--- src/design/m2mp_pkg.sv ---
// Shared constants for the 2x2 modular matrix power block.
`default_nettype none
package m2mp_pkg;
   localparam int ENTRY_WIDTH_DEF = 16;
   localparam int EXP_WIDTH_DEF   = 31;
   // Sequencer states
   localparam logic [2:0] ST_IDLE = 3'd0;
   localparam logic [2:0] ST_PREP = 3'd1;
   localparam logic [2:0] ST_MULT = 3'd2;
   localparam logic [2:0] ST_NEXT = 3'd3;
   localparam logic [2:0] ST_DONE = 3'd4;
endpackage
`default_nettype wire

--- src/design/m2mp_mulmod.sv ---
// Bit-serial modular multiply-accumulate: result = (acc + a*b) mod m.
`default_nettype none
module m2mp_mulmod #(
   parameter int ENTRY_WIDTH = m2mp_pkg::ENTRY_WIDTH_DEF
) (
   input  wire logic                   clock,
   input  wire logic                   reset,
   input  wire logic                   start,
   input  wire logic [ENTRY_WIDTH-1:0] acc_init,
   input  wire logic [ENTRY_WIDTH-1:0] op_a,
   input  wire logic [ENTRY_WIDTH-1:0] op_b,
   input  wire logic [ENTRY_WIDTH-1:0] modulus,
   output logic                        done,
   output logic [ENTRY_WIDTH-1:0]      result
);
   localparam int CW = $clog2(ENTRY_WIDTH + 2);

   logic [ENTRY_WIDTH-1:0] a_ff, a_in;
   logic [ENTRY_WIDTH-1:0] b_ff, b_in;
   logic [ENTRY_WIDTH-1:0] c_ff, c_in;  // addend folded in on the last step
   logic [ENTRY_WIDTH-1:0] r_ff, r_in;
   logic [CW-1:0]          cnt_ff, cnt_in;
   logic                   busy_ff, busy_in;
   logic                   done_ff, done_in;
   logic                   last;
   logic [ENTRY_WIDTH+1:0] dbl, dsub, add, asub;
   logic [ENTRY_WIDTH:0]   dred;

   // Horner step over b from the MSB: r = 2r (+a), each reduced once;
   // the final step adds the accumulator input instead of doubling
   always_comb begin
      last = (cnt_ff == CW'(1));
      dbl  = last ? {2'b00, r_ff} : {1'b0, r_ff, 1'b0};
      dsub = dbl - {2'b00, modulus};
      dred = (dbl >= {2'b00, modulus}) ? dsub[ENTRY_WIDTH:0] : dbl[ENTRY_WIDTH:0];
      add  = {1'b0, dred} + (last ? {2'b00, c_ff} :
                             (b_ff[ENTRY_WIDTH-1] ? {2'b00, a_ff} : '0));
      asub = add - {2'b00, modulus};
      a_in = a_ff;
      b_in = b_ff;
      c_in = c_ff;
      r_in = r_ff;
      cnt_in  = cnt_ff;
      busy_in = busy_ff;
      done_in = 1'b0;
      if (start) begin
         a_in    = op_a;
         b_in    = op_b;
         c_in    = acc_init;
         r_in    = '0;
         cnt_in  = CW'(ENTRY_WIDTH + 1);
         busy_in = 1'b1;
      end else if (busy_ff) begin
         r_in   = (add >= {2'b00, modulus}) ? asub[ENTRY_WIDTH-1:0] : add[ENTRY_WIDTH-1:0];
         b_in   = {b_ff[ENTRY_WIDTH-2:0], 1'b0};
         cnt_in = cnt_ff - 1'b1;
         if (last) begin
            busy_in = 1'b0;
            done_in = 1'b1;
         end
      end
   end

   always_ff @(posedge clock) begin
      a_ff   <= a_in;
      b_ff   <= b_in;
      c_ff   <= c_in;
      r_ff   <= r_in;
      cnt_ff <= cnt_in;
      if (reset) begin
         busy_ff <= 1'b0;
         done_ff <= 1'b0;
      end else begin
         busy_ff <= busy_in;
         done_ff <= done_in;
      end
   end

   assign done   = done_ff;
   assign result = r_ff;

   assert property (@(posedge clock) disable iff (reset) done_ff |-> !busy_ff)
      else $error("mulmod done while busy");
   assert property (@(posedge clock) disable iff (reset) start |=> busy_ff)
      else $error("mulmod did not start");
   assert property (@(posedge clock) disable iff (reset)
      busy_ff && modulus != '0 |-> r_ff < modulus)
      else $error("mulmod residue out of range");
endmodule
`default_nettype wire

--- src/design/matrix2x2_modular_power.sv ---
// Top level of the 2x2 modular matrix power block.
// Usage:
//  req_ carries one job: matrix, exponent and modulus. rsp_ returns M^n mod m.
//  A job is accepted when req_tvalid and req_tready are both high; req_tready
//  is high only while the block is idle, so one job is in flight at a time.
//  Exponent 0 answers the identity straight from the DONE state. Otherwise each
//  of the EXP_WIDTH exponent bits runs a squaring and, for a set bit, a
//  multiply by M. A product takes eight serial multiply-accumulates on the
//  single bit-serial mulmod unit, then a commit in the NEXT state. The four
//  entries are first reduced (one pass each). All work is serialised on that
//  one mulmod unit; the next job is taken once the result leaves.
//  The result sits in an output register until rsp_tready; while it waits the
//  block takes no new job. Reset drops any job in flight and empties the
//  output register. A zero modulus with a nonzero exponent gives all-zero
//  entries.
`default_nettype none
module matrix2x2_modular_power #(
   parameter int ENTRY_WIDTH = m2mp_pkg::ENTRY_WIDTH_DEF,
   parameter int EXP_WIDTH   = m2mp_pkg::EXP_WIDTH_DEF
) (
   input  wire logic clock,
   input  wire logic reset,
   input  wire logic req_tvalid,
   output logic      req_tready,
   // m00, m01, m10, m11, exponent, modulus, zero fill
   input  wire logic [((5*ENTRY_WIDTH+EXP_WIDTH+7)/8)*8-1:0] req_tdata,
   output logic      rsp_tvalid,
   input  wire logic rsp_tready,
   // r00, r01, r10, r11
   output logic [((4*ENTRY_WIDTH+7)/8)*8-1:0] rsp_tdata
);
   localparam int EW = ENTRY_WIDTH;
   localparam int OW = ((4*ENTRY_WIDTH+7)/8)*8;
   localparam int BW = (EXP_WIDTH > 1) ? $clog2(EXP_WIDTH) : 1;

   logic [2:0]       st_ff, st_in;
   logic [EW-1:0]    base_ff [4];
   logic [EW-1:0]    base_in [4];
   logic [EW-1:0]    acc_ff [4];
   logic [EW-1:0]    acc_in [4];
   logic [EW-1:0]    nxt_ff [4];
   logic [EW-1:0]    nxt_in [4];
   logic [EXP_WIDTH-1:0] exp_ff, exp_in;
   logic [EW-1:0]    mod_ff, mod_in;
   logic [BW-1:0]    bit_ff, bit_in;
   logic             mulb_ff, mulb_in;  // second product of this bit
   logic [1:0]       ent_ff, ent_in;    // entry index i*2+j
   logic             term_ff, term_in;  // which of the two terms
   logic             go_ff, go_in;
   logic             ovld_ff, ovld_in;
   logic [OW-1:0]    odat_ff, odat_in;
   logic [EW-1:0]    mm_init, mm_a, mm_b, mm_res;
   logic             mm_done;
   logic [EW-1:0]    one_red;
   logic [EW-1:0]    rhs [4];

   m2mp_mulmod #(.ENTRY_WIDTH(EW)) u_mulmod (
      .clock(clock), .reset(reset), .start(go_ff), .acc_init(mm_init),
      .op_a(mm_a), .op_b(mm_b), .modulus(mod_ff), .done(mm_done), .result(mm_res));

   assign one_red = (mod_ff == EW'(1) || mod_ff == '0) ? '0 : EW'(1);

   // Operand selection: PREP reduces entries as 1*x, MULT forms acc*rhs
   always_comb begin
      for (int k = 0; k < 4; k++) rhs[k] = mulb_ff ? base_ff[k] : acc_ff[k];
      if (st_ff == m2mp_pkg::ST_PREP) begin
         mm_init = '0;
         mm_a    = one_red;
         mm_b    = base_ff[ent_ff];
      end else begin
         mm_init = term_ff ? nxt_ff[ent_ff] : '0;
         mm_a    = acc_ff[{ent_ff[1], term_ff}];
         mm_b    = rhs[{term_ff, ent_ff[0]}];
      end
   end

   always_comb begin
      st_in = st_ff; base_in = base_ff; acc_in = acc_ff; nxt_in = nxt_ff;
      exp_in = exp_ff; mod_in = mod_ff; bit_in = bit_ff; mulb_in = mulb_ff;
      ent_in = ent_ff; term_in = term_ff; go_in = 1'b0;
      ovld_in = ovld_ff; odat_in = odat_ff;
      if (ovld_ff && rsp_tready) ovld_in = 1'b0;
      unique case (st_ff)
         m2mp_pkg::ST_IDLE: begin
            if (req_tvalid && !ovld_ff) begin
               for (int k = 0; k < 4; k++) base_in[k] = req_tdata[k*EW +: EW];
               exp_in = req_tdata[4*EW +: EXP_WIDTH];
               mod_in = req_tdata[4*EW+EXP_WIDTH +: EW];
               bit_in = BW'(EXP_WIDTH - 1);
               ent_in = '0; term_in = 1'b0; mulb_in = 1'b0;
               if (req_tdata[4*EW +: EXP_WIDTH] == '0) begin
                  st_in = m2mp_pkg::ST_DONE;
                  acc_in[0] = EW'(1); acc_in[1] = '0; acc_in[2] = '0; acc_in[3] = EW'(1);
               end else begin
                  st_in = m2mp_pkg::ST_PREP;
                  go_in = 1'b1;
               end
            end
         end
         m2mp_pkg::ST_PREP: begin
            if (mm_done) begin
               base_in[ent_ff] = mm_res;
               ent_in = ent_ff + 2'd1;
               go_in  = 1'b1;
               if (ent_ff == 2'd3) begin
                  acc_in[0] = one_red; acc_in[1] = '0; acc_in[2] = '0; acc_in[3] = one_red;
                  st_in = m2mp_pkg::ST_MULT;
               end
            end
         end
         m2mp_pkg::ST_MULT: begin
            if (mm_done) begin
               nxt_in[ent_ff] = mm_res;
               term_in = ~term_ff;
               if (!term_ff) go_in = 1'b1;
               else if (ent_ff != 2'd3) begin
                  ent_in = ent_ff + 2'd1;
                  go_in  = 1'b1;
               end else st_in = m2mp_pkg::ST_NEXT;
            end
         end
         m2mp_pkg::ST_NEXT: begin
            acc_in = nxt_ff;
            ent_in = '0;
            if (!mulb_ff && exp_ff[bit_ff]) begin
               mulb_in = 1'b1; go_in = 1'b1; st_in = m2mp_pkg::ST_MULT;
            end else if (bit_ff == '0) begin
               st_in = m2mp_pkg::ST_DONE;
            end else begin
               mulb_in = 1'b0; bit_in = bit_ff - 1'b1; go_in = 1'b1;
               st_in = m2mp_pkg::ST_MULT;
            end
         end
         m2mp_pkg::ST_DONE: begin
            if (!ovld_ff) begin
               odat_in = '0;
               for (int k = 0; k < 4; k++) odat_in[k*EW +: EW] = acc_ff[k];
               ovld_in = 1'b1;
               st_in = m2mp_pkg::ST_IDLE;
            end
         end
         default: st_in = m2mp_pkg::ST_IDLE;
      endcase
   end

   always_ff @(posedge clock) begin
      base_ff <= base_in; acc_ff <= acc_in; nxt_ff <= nxt_in;
      exp_ff <= exp_in; mod_ff <= mod_in; bit_ff <= bit_in;
      mulb_ff <= mulb_in; ent_ff <= ent_in; term_ff <= term_in;
      odat_ff <= odat_in;
      if (reset) begin
         st_ff <= m2mp_pkg::ST_IDLE; go_ff <= 1'b0; ovld_ff <= 1'b0;
      end else begin
         st_ff <= st_in; go_ff <= go_in; ovld_ff <= ovld_in;
      end
   end

   assign req_tready = (st_ff == m2mp_pkg::ST_IDLE) && !ovld_ff;
   assign rsp_tvalid = ovld_ff;
   assign rsp_tdata  = odat_ff;

   assert property (@(posedge clock) disable iff (reset)
      req_tvalid && req_tready |=> st_ff != m2mp_pkg::ST_IDLE)
      else $error("accepted transaction not started");
   assert property (@(posedge clock) disable iff (reset)
      ovld_ff && !rsp_tready |=> ovld_ff && $stable(odat_ff))
      else $error("result lost under stall");
   assert property (@(posedge clock) disable iff (reset)
      go_ff |-> st_ff == m2mp_pkg::ST_PREP || st_ff == m2mp_pkg::ST_MULT)
      else $error("mulmod started outside a product");
endmodule
`default_nettype wire

--- config.mk ---
export PLATFORM = sky130hd
export DESIGN_NAME = matrix2x2_modular_power
export DESIGN_NICKNAME = d
export VERILOG_FILES = /design/src/design/m2mp_pkg.sv /design/src/design/m2mp_mulmod.sv /design/src/design/matrix2x2_modular_power.sv
export SDC_FILE = /design/constraint.sdc
export NUM_CORES = 1
export LEC_CHECK = 0
export ABC_AREA = 1
export BUFFER_PORTS_ARGS = -buffer_cell sky130_fd_sc_hd__buf_2
export CORE_ASPECT_RATIO = 1.2
export CORE_MARGIN = 2
export CORE_UTILIZATION = 65
export DETAILED_ROUTE_END_ITERATION = 10
export PLACE_DENSITY = 0.86
export REMOVE_ABC_BUFFERS = 1
export SYNTH_ARGS = -nofsm -noshare
export SYNTH_HDL_FRONTEND = slang
export SYNTH_SLANG_ARGS = --single-unit
--- constraint.sdc ---
create_clock -name clock -period 13.1 [get_ports clock]
set_input_delay 0.655 -clock clock [delete_from_list [all_inputs] [get_ports clock]]
set_output_delay 0.655 -clock clock [all_outputs]
set_load 0.01 [all_outputs]
### After elaboration in Yosys (flattened, before gate mapping)

Index checks and enable logic that the tools add are counted.

* register bits after elaboration: 388
* input bits: 116
* word-level logic and storage cells: 181
* output and inout port bits: 66

* magnitude comparators: 7
* multiplexer cells: 83
* bitwise logic cells: 6
* reductions and logical operators: 30
* equal/unequal tests: 20
* $add $sub $neg: 6

Operator list (count)
* 2-to-1 mux 64 bit: 6
* 2-to-1 mux 16 bit: 19
* one-hot mux 64 bit (3 select lines): 1
* binary-select mux 16 bit (select 2 bit): 4
* bitwise mux 64 bit: 2
* one-hot mux 64 bit (2 select lines): 1
* >= comparator 18 x 16 -> 1 bit: 2
* 2-to-1 mux 17 bit: 2
* demux 16 bit (select 2 bit): 1
* logical NOT 31 bit: 1
* 2-to-1 mux 3 bit: 10
* 2-to-1 mux 1 bit: 21
* adder 17 x 18 -> 18 bit: 1
* 2-to-1 mux 18 bit: 1
* inequality test 2 bit, second input constant: 9
* subtractor 17 x 16 -> 17 bit: 1
* == test 16 x 1 -> 1 bit, second input constant: 1
* logical NOT 16 bit: 1
* subtractor 16 bit: 1
* 2-to-1 mux 5 bit: 3
* one-hot mux 3 bit (5 select lines): 1
* 2-to-1 mux 2 bit: 5
* one-hot mux 5 bit (2 select lines): 1
* subtractor 5 x 1 -> 5 bit, second input constant: 2
* other kinds (33): 55

### Depth between registers and ports, before layout

Gate-level depths: netlist of the first run.

* depth after elaboration: 8
* gate-level depth with buffers: 46
* mapped depth without buffers: 45

### Cells and area by module

A second synthesis of the first run with hierarchy kept.

* cells, all modules: 2254
* area, all modules: 20211.9 µm²

By module, submodules not included
* matrix2x2_modular_power: seq. area each 9469.1 µm², instances 1, cells each 1418, area each 14405.1 µm²
* m2mp_mulmod: seq. area each 1901.8 µm², instances 1, cells each 836, area each 5806.8 µm²

### Worst setup path before layout of the first run

No wires, ideal clock.

* path type: register to register
* start point: register u_mulmod.cnt_ff[1]
* end point: register u_mulmod.r_ff[6] (netlist: u_mulmod.result[6])
* arrival: 5760 ps
* setup time: 151 ps
* path buffers: 5
* required time: 12949 ps
* period minus slack after synthesis: 5910 ps
* cell stages (with the launch flop): 42
* path slack: 7190 ps
* cells stage by stage: dfxtp_1 -> inv_1 -> ha_1 -> nand3_2 -> inv_1 -> clkbuf_1 -> buf_1 -> nand2_1 -> ha_1 -> fa_1 -> inv_1 -> nand3_1 -> nand3_1 -> nand2_1 -> nand2_2 -> a21oi_2 -> buf_2 -> buf_2 -> [6 not listed] -> a21oi_1 -> o21ai_0 -> xnor2_1 -> inv_1 -> ha_1 -> nand2_1 -> nand2_1 -> nand2_1 -> nand2_1 -> a21oi_1 -> nand2_1 -> nand2_1 -> nand2_1 -> a21oi_4 -> buf_2 -> nand3_1 -> nand3_1 -> o21ai_1

* longest elaborated chain between the ends: 7
* elaborated cells between the ends (all ways): 10
* classes of those cells: add/sub (3); order compare (2); eq/ne (1); mux (4)

RTL lines
* start: declaration: line m2mp_mulmod.sv:22 `logic [CW-1:0] cnt_ff, cnt_in;`
* start signal: assignment: line m2mp_mulmod.sv:69 `cnt_ff <= cnt_in;`
* == test 5 x 1 -> 1 bit (*): line m2mp_mulmod.sv:32 `last = (cnt_ff == CW'(1));`
* 2-to-1 mux 17 bit: line m2mp_mulmod.sv:33 `dbl = last ? {2'b00, r_ff} : {1'b0, r_ff, 1'b0};`
* subtractor 17 x 16 -> 17 bit / >= comparator 18 x 16 -> 1 bit (equally long branches): line m2mp_mulmod.sv:34, m2mp_mulmod.sv:35
* 2-to-1 mux 17 bit: line m2mp_mulmod.sv:35 `dred = (dbl >= {2'b00, modulus}) ? dsub[ENTRY_WIDTH:0] : dbl[ENTRY_WIDTH:0];`
* adder 17 x 18 -> 18 bit (*): line m2mp_mulmod.sv:36 `add = {1'b0, dred} + (last ? {2'b00, c_ff} :`
* subtractor 16 bit / >= comparator 18 x 16 -> 1 bit (equally long branches): line m2mp_mulmod.sv:38, m2mp_mulmod.sv:54
* 2-to-1 mux 16 bit (*): line m2mp_mulmod.sv:54 `r_in = (add >= {2'b00, modulus}) ? asub[ENTRY_WIDTH-1:0] : add[ENTRY_WIDTH-1:0];`
* end signal: assignment: line m2mp_mulmod.sv:68 `r_ff <= r_in;`
* end: declaration: line m2mp_mulmod.sv:21 `logic [ENTRY_WIDTH-1:0] r_ff, r_in;`

Mark *: on every way between the ends. The rest lies on a longest branch, timed or not.
A chain may end at the register's enable or synchronous reset.

### Final worst setup path of the first run

* start point: register u_mulmod.cnt_ff[1]
* end point: register u_mulmod.r_ff[15] (netlist: u_mulmod.result[15])

The elaborated chain is that of the path after synthesis.

==> results list, run 1 <==
- Number of buffers created by CTS: 38
- Setup repair after global routing missed its margin: false
* Share of post-route cells with drive strength above 1: 12.8%
- Sequential cells were found to cover 56.9% of the synthesized design area.
- For the pin with the worst max-slew slack, the measured transition is 1170 ps.
- For the final database, setup skew stands at 24.0 ps.
- Synth unique cells: 51
- Number of antenna violations at the first check in global routing: 0
* Source of the worst hold timing path: req_tdata[97]
* Global placer's final weighted congestion: 0.996
- The path with the worst hold slack has its endpoint at mod_ff[2].
- Gr usage total: 36.0%
- Crit path max-delay family: simple AND/OR/NAND/NOR gates
* Net count, final: 2464
- Final wirelength: 57700 um
- During synthesis, Yosys emitted a total of 0 warnings.
- STA classifies the critical path startpoint as a flop.
- The root buffer cell chosen for the clock tree is sky130_fd_sc_hd__clkbuf_16.
- The worst setup path is captured at a flop.
* Bufs on Longest Clock Path: 3
- Row cnt: 70
- Data on the critical path arrives at its endpoint at 7810 ps.
* Number of flops mapped to enable cells by yosys: 360
- Total inserted antenna cells: 0
* Hold/Removal Path Class: in -> reg
- Critical Path Most Common Cell: sky130_fd_sc_hd__nand2_1
- Area Growth Syn to Fin: 12.6%
* Largest net degree at the start of global routing: 75
- DIE AREA: 32100 um2
- Fin. Hold Viols: 0
* Most instantiated flip-flop cell in the synthesis netlist: sky130_fd_sc_hd__edfxtp_1
- Achievable clock frequency: 136 MHz
- TritonCTS clock tree: yes
- Once the floorplan was initialized, standard cells occupied 65.7% of the core.
- The critical path is of the reg -> reg type.
- The number of cells on the worst reg-to-reg path is 42.
- Synthesis inferred 388 register bits.
- Largest stage delay on the critical path: 530 ps
- Across all hold checks on the routed design, the worst slack comes to 291 ps.
- Vias in the first global route: 16300
- ANT nets after route: 0
* Clock transition at path regs: 70 ps
- TritonCTS sink count: 388
- In this run the critical register-to-register path is launched from u_mulmod.cnt_ff[1].
* Vias per cell: 6.23
* Critical R2R Capture: u_mulmod.result[15]
- Mean post-synth cell area: 9.32 um2
- Number of buffers inserted by post-CTS setup repair: 0
- Together, buffers and inverters on the worst path number 9.
- Critical-path cell with the highest stage delay: sky130_fd_sc_hd__a21oi_4
- Clock latency reported for the late side of the worst-skew pair: 550 ps
- Hold_buf cts: 0
* WL/cell: 21.3 um
- Result of the run: finished, final reports clean
* Vias after detailed routing: 16900
* Synthesized instance count: 2142
* Final count of pins violating max slew: 0
- Worst voltage drop across the vdd grid: 174 uV
- For this run, asynchronously set or reset flops after synthesis account for 0%.
* Maximum fanout count along the critical path: 24
- Max-slew headroom: 21.6%
* # setup viols final: 0
- Total negative slack for setup checks: 0 ps
- After synthesis the cells add up to 20000 um2.
- For this design the top-level I/O count stands at 182.
* Standard cell core area: 30400 um2
* Required @ worst endpoint: 13540 ps
- Period Utilization, post-route: 56.3%
- Counting instances, the worst hold path has a depth of 1.
- First-pass GRT wire length: 86900 um
* Count of input and output buffers: 180
- For flop-to-flop paths, the worst setup slack is 5730 ps.
- Die span in x: 164 um
* # Max-Cap Violations: 0
* Die Height: 196 um
- After detailed routing, the number of remaining DRC violations is 0.
- Shortest clock period the worst path allows after layout: 7370 ps
- Leakage dissipation: 0.00959 uW
- Detailed router's first-iteration violation count: 2460
- The clock tree synthesis step divided the H-tree into 2 levels.
- Half-perimeter wire length of the detailed placement result: 36800 um
- Total overflow reported by the global router: 0
- Power spread over the standard cell area amounts to 283 nW/um2.
- The first TritonRoute pass finished after 7 iterations.
* Gates resized, CTS repair: 0
-- cell usage after synthesis (2+ instances only) --
cell / n / area [um2]
sky130_fd_sc_hd__nor4_1: 10 / 62.6
sky130_fd_sc_hd__xor2_1: 26 / 228
sky130_fd_sc_hd__buf_6: 2 / 22.5
sky130_fd_sc_hd__nand3_1: 98 / 490
sky130_fd_sc_hd__and3_1: 2 / 12.5
sky130_fd_sc_hd__a21boi_0: 2 / 15.0
sky130_fd_sc_hd__buf_2: 10 / 50.1
sky130_fd_sc_hd__clkinv_1: 3 / 11.3
sky130_fd_sc_hd__inv_2: 4 / 15.0
sky130_fd_sc_hd__a211oi_1: 15 / 113
sky130_fd_sc_hd__clkbuf_1: 71 / 267
sky130_fd_sc_hd__a21o_1: 4 / 30.0
sky130_fd_sc_hd__a31o_2: 3 / 26.3
sky130_fd_sc_hd__fa_1: 3 / 60.1
sky130_fd_sc_hd__nor3_1: 21 / 105
sky130_fd_sc_hd__o22ai_1: 4 / 25.0
sky130_fd_sc_hd__buf_1: 18 / 67.6
sky130_fd_sc_hd__mux2i_1: 5 / 50.1
sky130_fd_sc_hd__o31ai_1: 53 / 398
sky130_fd_sc_hd__edfxtp_1: 360 / 10800
sky130_fd_sc_hd__nand3_2: 2 / 20.0
sky130_fd_sc_hd__ha_1: 55 / 688
sky130_fd_sc_hd__o21ai_1: 6 / 30.0
sky130_fd_sc_hd__nor2_1: 193 / 724
sky130_fd_sc_hd__a31oi_1: 2 / 12.5
sky130_fd_sc_hd__o211ai_1: 20 / 150
sky130_fd_sc_hd__o32ai_1: 13 / 114
sky130_fd_sc_hd__nand4_1: 8 / 50.1
sky130_fd_sc_hd__inv_1: 273 / 1020
sky130_fd_sc_hd__a21oi_1: 189 / 946
sky130_fd_sc_hd__nand2_1: 431 / 1620
sky130_fd_sc_hd__o21ai_0: 171 / 856
sky130_fd_sc_hd__nand2_2: 6 / 37.5
sky130_fd_sc_hd__xnor2_1: 11 / 96.3
sky130_fd_sc_hd__dfxtp_1: 28 / 561
sky130_fd_sc_hd__o21bai_1: 3 / 22.5
sky130_fd_sc_hd__nor2_2: 3 / 18.8
-- worst register-to-register path, delay by kind of cell, from the launching register on --
kind                       cells  cell delay (ps)
xor gates and xnor gates       1              320
DFF                            1              320
AOI/OAI and AO/OA              8             1760
buffers and inverters          9             1350
adders and majority gates      5             1480
and+or+nand+nor               19             2040
-- cell families (layout without fill, tap and decap cells) --
logic type                 after synthesis  count (layout)  synth area share [%]
AOI/OAI and AO/OA                      493             493                  14.1
xor gates and xnor gates                37              37                  1.62
adders and majority gates               58              58                  3.75
buffers and inverters                  382             559                  7.34
DFF                                    388             388                  56.9
muxes                                    5               5                 0.251
and+or+nand+nor                        779             779                  16.0
-- layout make-up --
cell class,instances,area (um2)
flip-flops and latches,388,11400
fillers,2051,7910
multi-input cells,1372,7210
repair buffers,210,1130
clock buffers,56,1110
inverters,280,1050
well taps,396,495
clock inverters,13,114
-- routing by layer --
metal	routed length, um	vias up	share of wire [%]	GRT usage, %
li1	-	7623	-	-
met1	19900	7822	34	45.5
met2	27500	1215	48	58.8
met3	6950	256	12	6.19
met4	3420	0	5.9	20.3
met5	0	-	0	0
-- registers in the layout, indices dropped and copies added (netlist names), 31 cells and up --
signal / count
base_ff: 64
acc_ff: 64
nxt_ff: 64
rsp_tdata: 64
exp_ff: 31
-- layout by cell type, fill, tap and decap left out, drive strengths merged, types with 13 or more instances in the layout --
cell type / count
a211oi: 15
a21oi: 191
buf: 210
clkbuf: 56
dfxtp: 28
edfxtp: 360
ha: 55
inv: 278
nand2: 438
nand3: 101
nor2: 196
nor3: 22
o211ai: 20
o21ai: 177
o31ai: 53
o32ai: 13
xor2: 26
-- worst max path at each step --
stage,from,to,slack [ps],cells past startpoint
after floorplan,u_mulmod.cnt_ff[1],u_mulmod.result[15],6570,39
after global placement,u_mulmod.cnt_ff[1],u_mulmod.result[15],6040,42
after detailed placement,u_mulmod.cnt_ff[1],u_mulmod.result[15],5960,42
after CTS,u_mulmod.cnt_ff[1],u_mulmod.result[13],5890,41
after global routing,u_mulmod.cnt_ff[1],u_mulmod.result[4],5220,41
final,u_mulmod.cnt_ff[1],u_mulmod.result[15],5730,42
-- per-stage QoR --
step / total power, uW / std cells / util [%] / cell area [um2] / worst slack (ps)
after CTS: 6250 / 2715 / 74.0 / 22500 / 5890
after global placement: 5050 / 2646 / 69.9 / 21300 / 6040
final: 6350 / 2715 / 74.0 / 22500 / 5730
after floorplan: 4180 / 2040 / - / 19600 / 6570
after global routing: 6740 / 2715 / 74.0 / 22500 / 5220
after detailed placement: 5140 / 2646 / 69.9 / 21300 / 5960
-- power by group --
| part | internal [uW] | switching (uW) |
|---|---|---|
| clock | 629 | 463 |
| sequential | 1720 | 148 |
| combinational | 1050 | 2350 |
| total | 3390 | 2960 |
No activity file was read; power rests on OpenSTA's default activity.
==> run 2, diff against run 1 <==
--- a/config.mk
+++ b/config.mk
@@ -9,9 +9,9 @@
 export BUFFER_PORTS_ARGS = -buffer_cell sky130_fd_sc_hd__buf_2
 export CORE_ASPECT_RATIO = 1.2
 export CORE_MARGIN = 2
-export CORE_UTILIZATION = 65
+export CORE_UTILIZATION = 60
 export DETAILED_ROUTE_END_ITERATION = 10
-export PLACE_DENSITY = 0.86
+export PLACE_DENSITY = 0.8
 export REMOVE_ABC_BUFFERS = 1
 export SYNTH_ARGS = -nofsm -noshare
 export SYNTH_HDL_FRONTEND = slang
==> constraint.sdc (replaced) <==
create_clock -name clock -period 7.2 [get_ports clock]
set_input_delay 0.36 -clock clock [delete_from_list [all_inputs] [get_ports clock]]
set_output_delay 0.36 -clock clock [all_outputs]
set_load 0.01 [all_outputs]
==> run 2 against run 1 <==
Hold slack worse by 280 ps; setup slack worse by 5200 ps; first-iteration DRC count down 25%; sequential cell count unchanged; power up 82%; sequential share of layout area down 1.2 points; clock power up 83%; combinational power up 82%; die area up 8.1%; count of clock-buffer cells in the layout down 7; register-to-register slack worse by 5200 ps; non-clock buffer count up 48; largest cell class unchanged; largest power group unchanged; highest routed layer unchanged.
==> results list, run 2 (synthesized netlist as in run 1, its figures left out) <==
* Share of post-route cells with drive strength above 1: 12.9%
- Setup Skew: 22.0 ps
* Clock root buffer: sky130_fd_sc_hd__clkbuf_16
* DIE AREA: 34800 um2
* Area Growth Syn to Fin: 15.4%
- Half-perimeter wire length of the detailed placement result: 38100 um
* Arrival time at the worst endpoint: 7070 ps
* Bufs on Longest Clock Path: 3
- TritonCTS built the clock tree.
- Before antenna repair, the detailed router went through 7 iterations.
- After detailed routing, the number of remaining DRC violations is 0.
- At the placement stage, the worst setup path has a slack of 537 ps.
* Number of buffers inserted by post-CTS setup repair: 0
- In the global route stage, overall resource usage came out at 34.5%.
- The number of clock buffers added by TritonCTS is 39.
* Total cell area at the placement stage: 21400 um2
* Critical Path Most Common Cell: sky130_fd_sc_hd__nand2_1
- Die Height: 204 um
- Leakage dissipation: 0.00979 uW
* Number of antenna violations at the first check in global routing: 1
- After routing, the total negative slack on setup checks comes to 0 ps.
- Type of element launching the critical path: flop
- IR analysis of the VDD net gives a maximum drop of 342 uV.
- Clock latency reported for the late side of the worst-skew pair: 550 ps
- Setup slack on the worst reg-to-reg path comes out at 540 ps.
- Maximum fanout count along the critical path: 13
- Total overflow reported by the global router: 0
- During I/O placement, the number of pins put on the boundary was 182.
- Kind of critical path: reg -> reg
- Routability-driven placement finished with a final weighted congestion of 0.968.
- Least-Margin Pin Slew: 1210 ps
- Final wirelength: 59900 um
- Derived from the worst setup path, the maximum achievable clock frequency is 150 MHz.
- Initial core utilization: 60.6%
* Net count, final: 2513
- The library cell used most frequently in the layout, excluding fill and tap cells, is sky130_fd_sc_hd__nand2_1.
* Hold/Removal Path Class: in -> reg
- Result of the run: finished, final reports clean
* Clock transition at path regs: 70 ps
* Shortest clock period the worst path allows after layout: 6660 ps
* TritonCTS sink count: 388
- Final count of pins violating max slew: 0
- Setup slack closes at 536 ps.
- The die is 171 um wide.
* Setup repair after global routing missed its margin: false
- For the worst setup path, the data required time is 7610 ps.
- Largest stage delay on the critical path: 410 ps
- The H-tree generated during clock tree synthesis spans 2 levels.
* Row cnt: 73
* Vias in the first global route: 16400
- Port buffering added 180 buffers.
* # Max-Cap Violations: 0
* CP endpoint kind: flop
- ANT nets after route: 0
* Design area: 23000 um2
* Vias after detailed routing: 16800
* Critical-path cell with the highest stage delay: sky130_fd_sc_hd__fa_1
- Standard cell core area: 33000 um2
- Hold is met by 12.0 ps.
- Power density over the cells: 502 nW/um2
- First-pass GRT wire length: 90000 um
- Period Utilization, post-route: 92.6%
* Vias per cell: 5.97
- Dividing the detail-routed wire length by the instance count gives 21.3 um.
- In this run, the number of DRC markers left after iteration 0 of detailed routing was 1853.
- The library cells used most frequently in the layout, excluding fill and tap cells, are 430 x sky130_fd_sc_hd__nand2_1, 360 x sky130_fd_sc_hd__edfxtp_1, 271 x sky130_fd_sc_hd__inv_1.
- Entering global routing, the biggest net connects 83 pins.
- Max-slew headroom: 18.8%
- Setup violations remaining at the end of the flow were counted as 0.
- The count of endpoints failing hold in the final timing report is 0.
[run 2: metal layers]
layer | part of all wire [%] | vias to the layer above | GRT usage, %
met5 | 0 | - | 0
met2 | 48 | 1087 | 57.1
li1 | - | 7728 | -
met1 | 36 | 7790 | 43.5
met3 | 11 | 230 | 5.73
met4 | 5.1 | 0 | 18.3
[run 2: metrics by stage]
stage	utilization, %	cells	power, uW
after global placement	64.8	2705	9260
after detailed placement	64.8	2705	9400
after global routing	69.9	2818	12300
final	69.9	2818	11600
after floorplan	-	2040	7610
after CTS	69.8	2817	11400
[run 2: area by class of cell]
| cell class | instances | area [um2] |
|---|---|---|
| multi-input cells | 1372 | 7220 |
| repair buffers | 258 | 1600 |
| inverters | 280 | 1060 |
| clock buffers | 49 | 1080 |
| flip-flops and latches | 388 | 11400 |
| well taps | 450 | 563 |
| fillers | 2462 | 9930 |
| diodes | 1 | 2.50 |
| clock inverters | 20 | 159 |
[run 2: power breakdown]
part | internal [uW] | leakage (uW) | switching, uW
Combinational | 1960 | 0.00563 | 4220
Sequential | 3120 | 0.00356 | 273
Clock | 1130 | 0.000595 | 859
Total | 6220 | 0.00979 | 5350
[run 2: repair_timing]
item,CTS,global route
endpoints found under the setup margin,0,12
endpoints found under the hold margin,43,0
hold buffers,43,0
resized for setup,0,3
[run 2: final timing paths]
path                      startpoint                   to  depth (start not counted)
setup / recovery  u_mulmod.cnt_ff[1]  u_mulmod.result[10]                         39
hold / removal         req_tdata[89]           exp_ff[25]                          1
setup reg to reg  u_mulmod.cnt_ff[1]  u_mulmod.result[10]                         39
hold reg to reg            acc_ff[5]        rsp_tdata[53]                          0
[run 2: critical path, delay by kind of cell (launching register included)]
family / cells / cell delay (ps)
adder cells (fa/ha/maj): 5 / 1500
flip-flops: 1 / 350
AND/OR/NAND/NOR: 18 / 1670
XOR/XNOR: 1 / 260
buffers and inverters: 7 / 1160
AO/OA/AOI/OAI: 8 / 1550
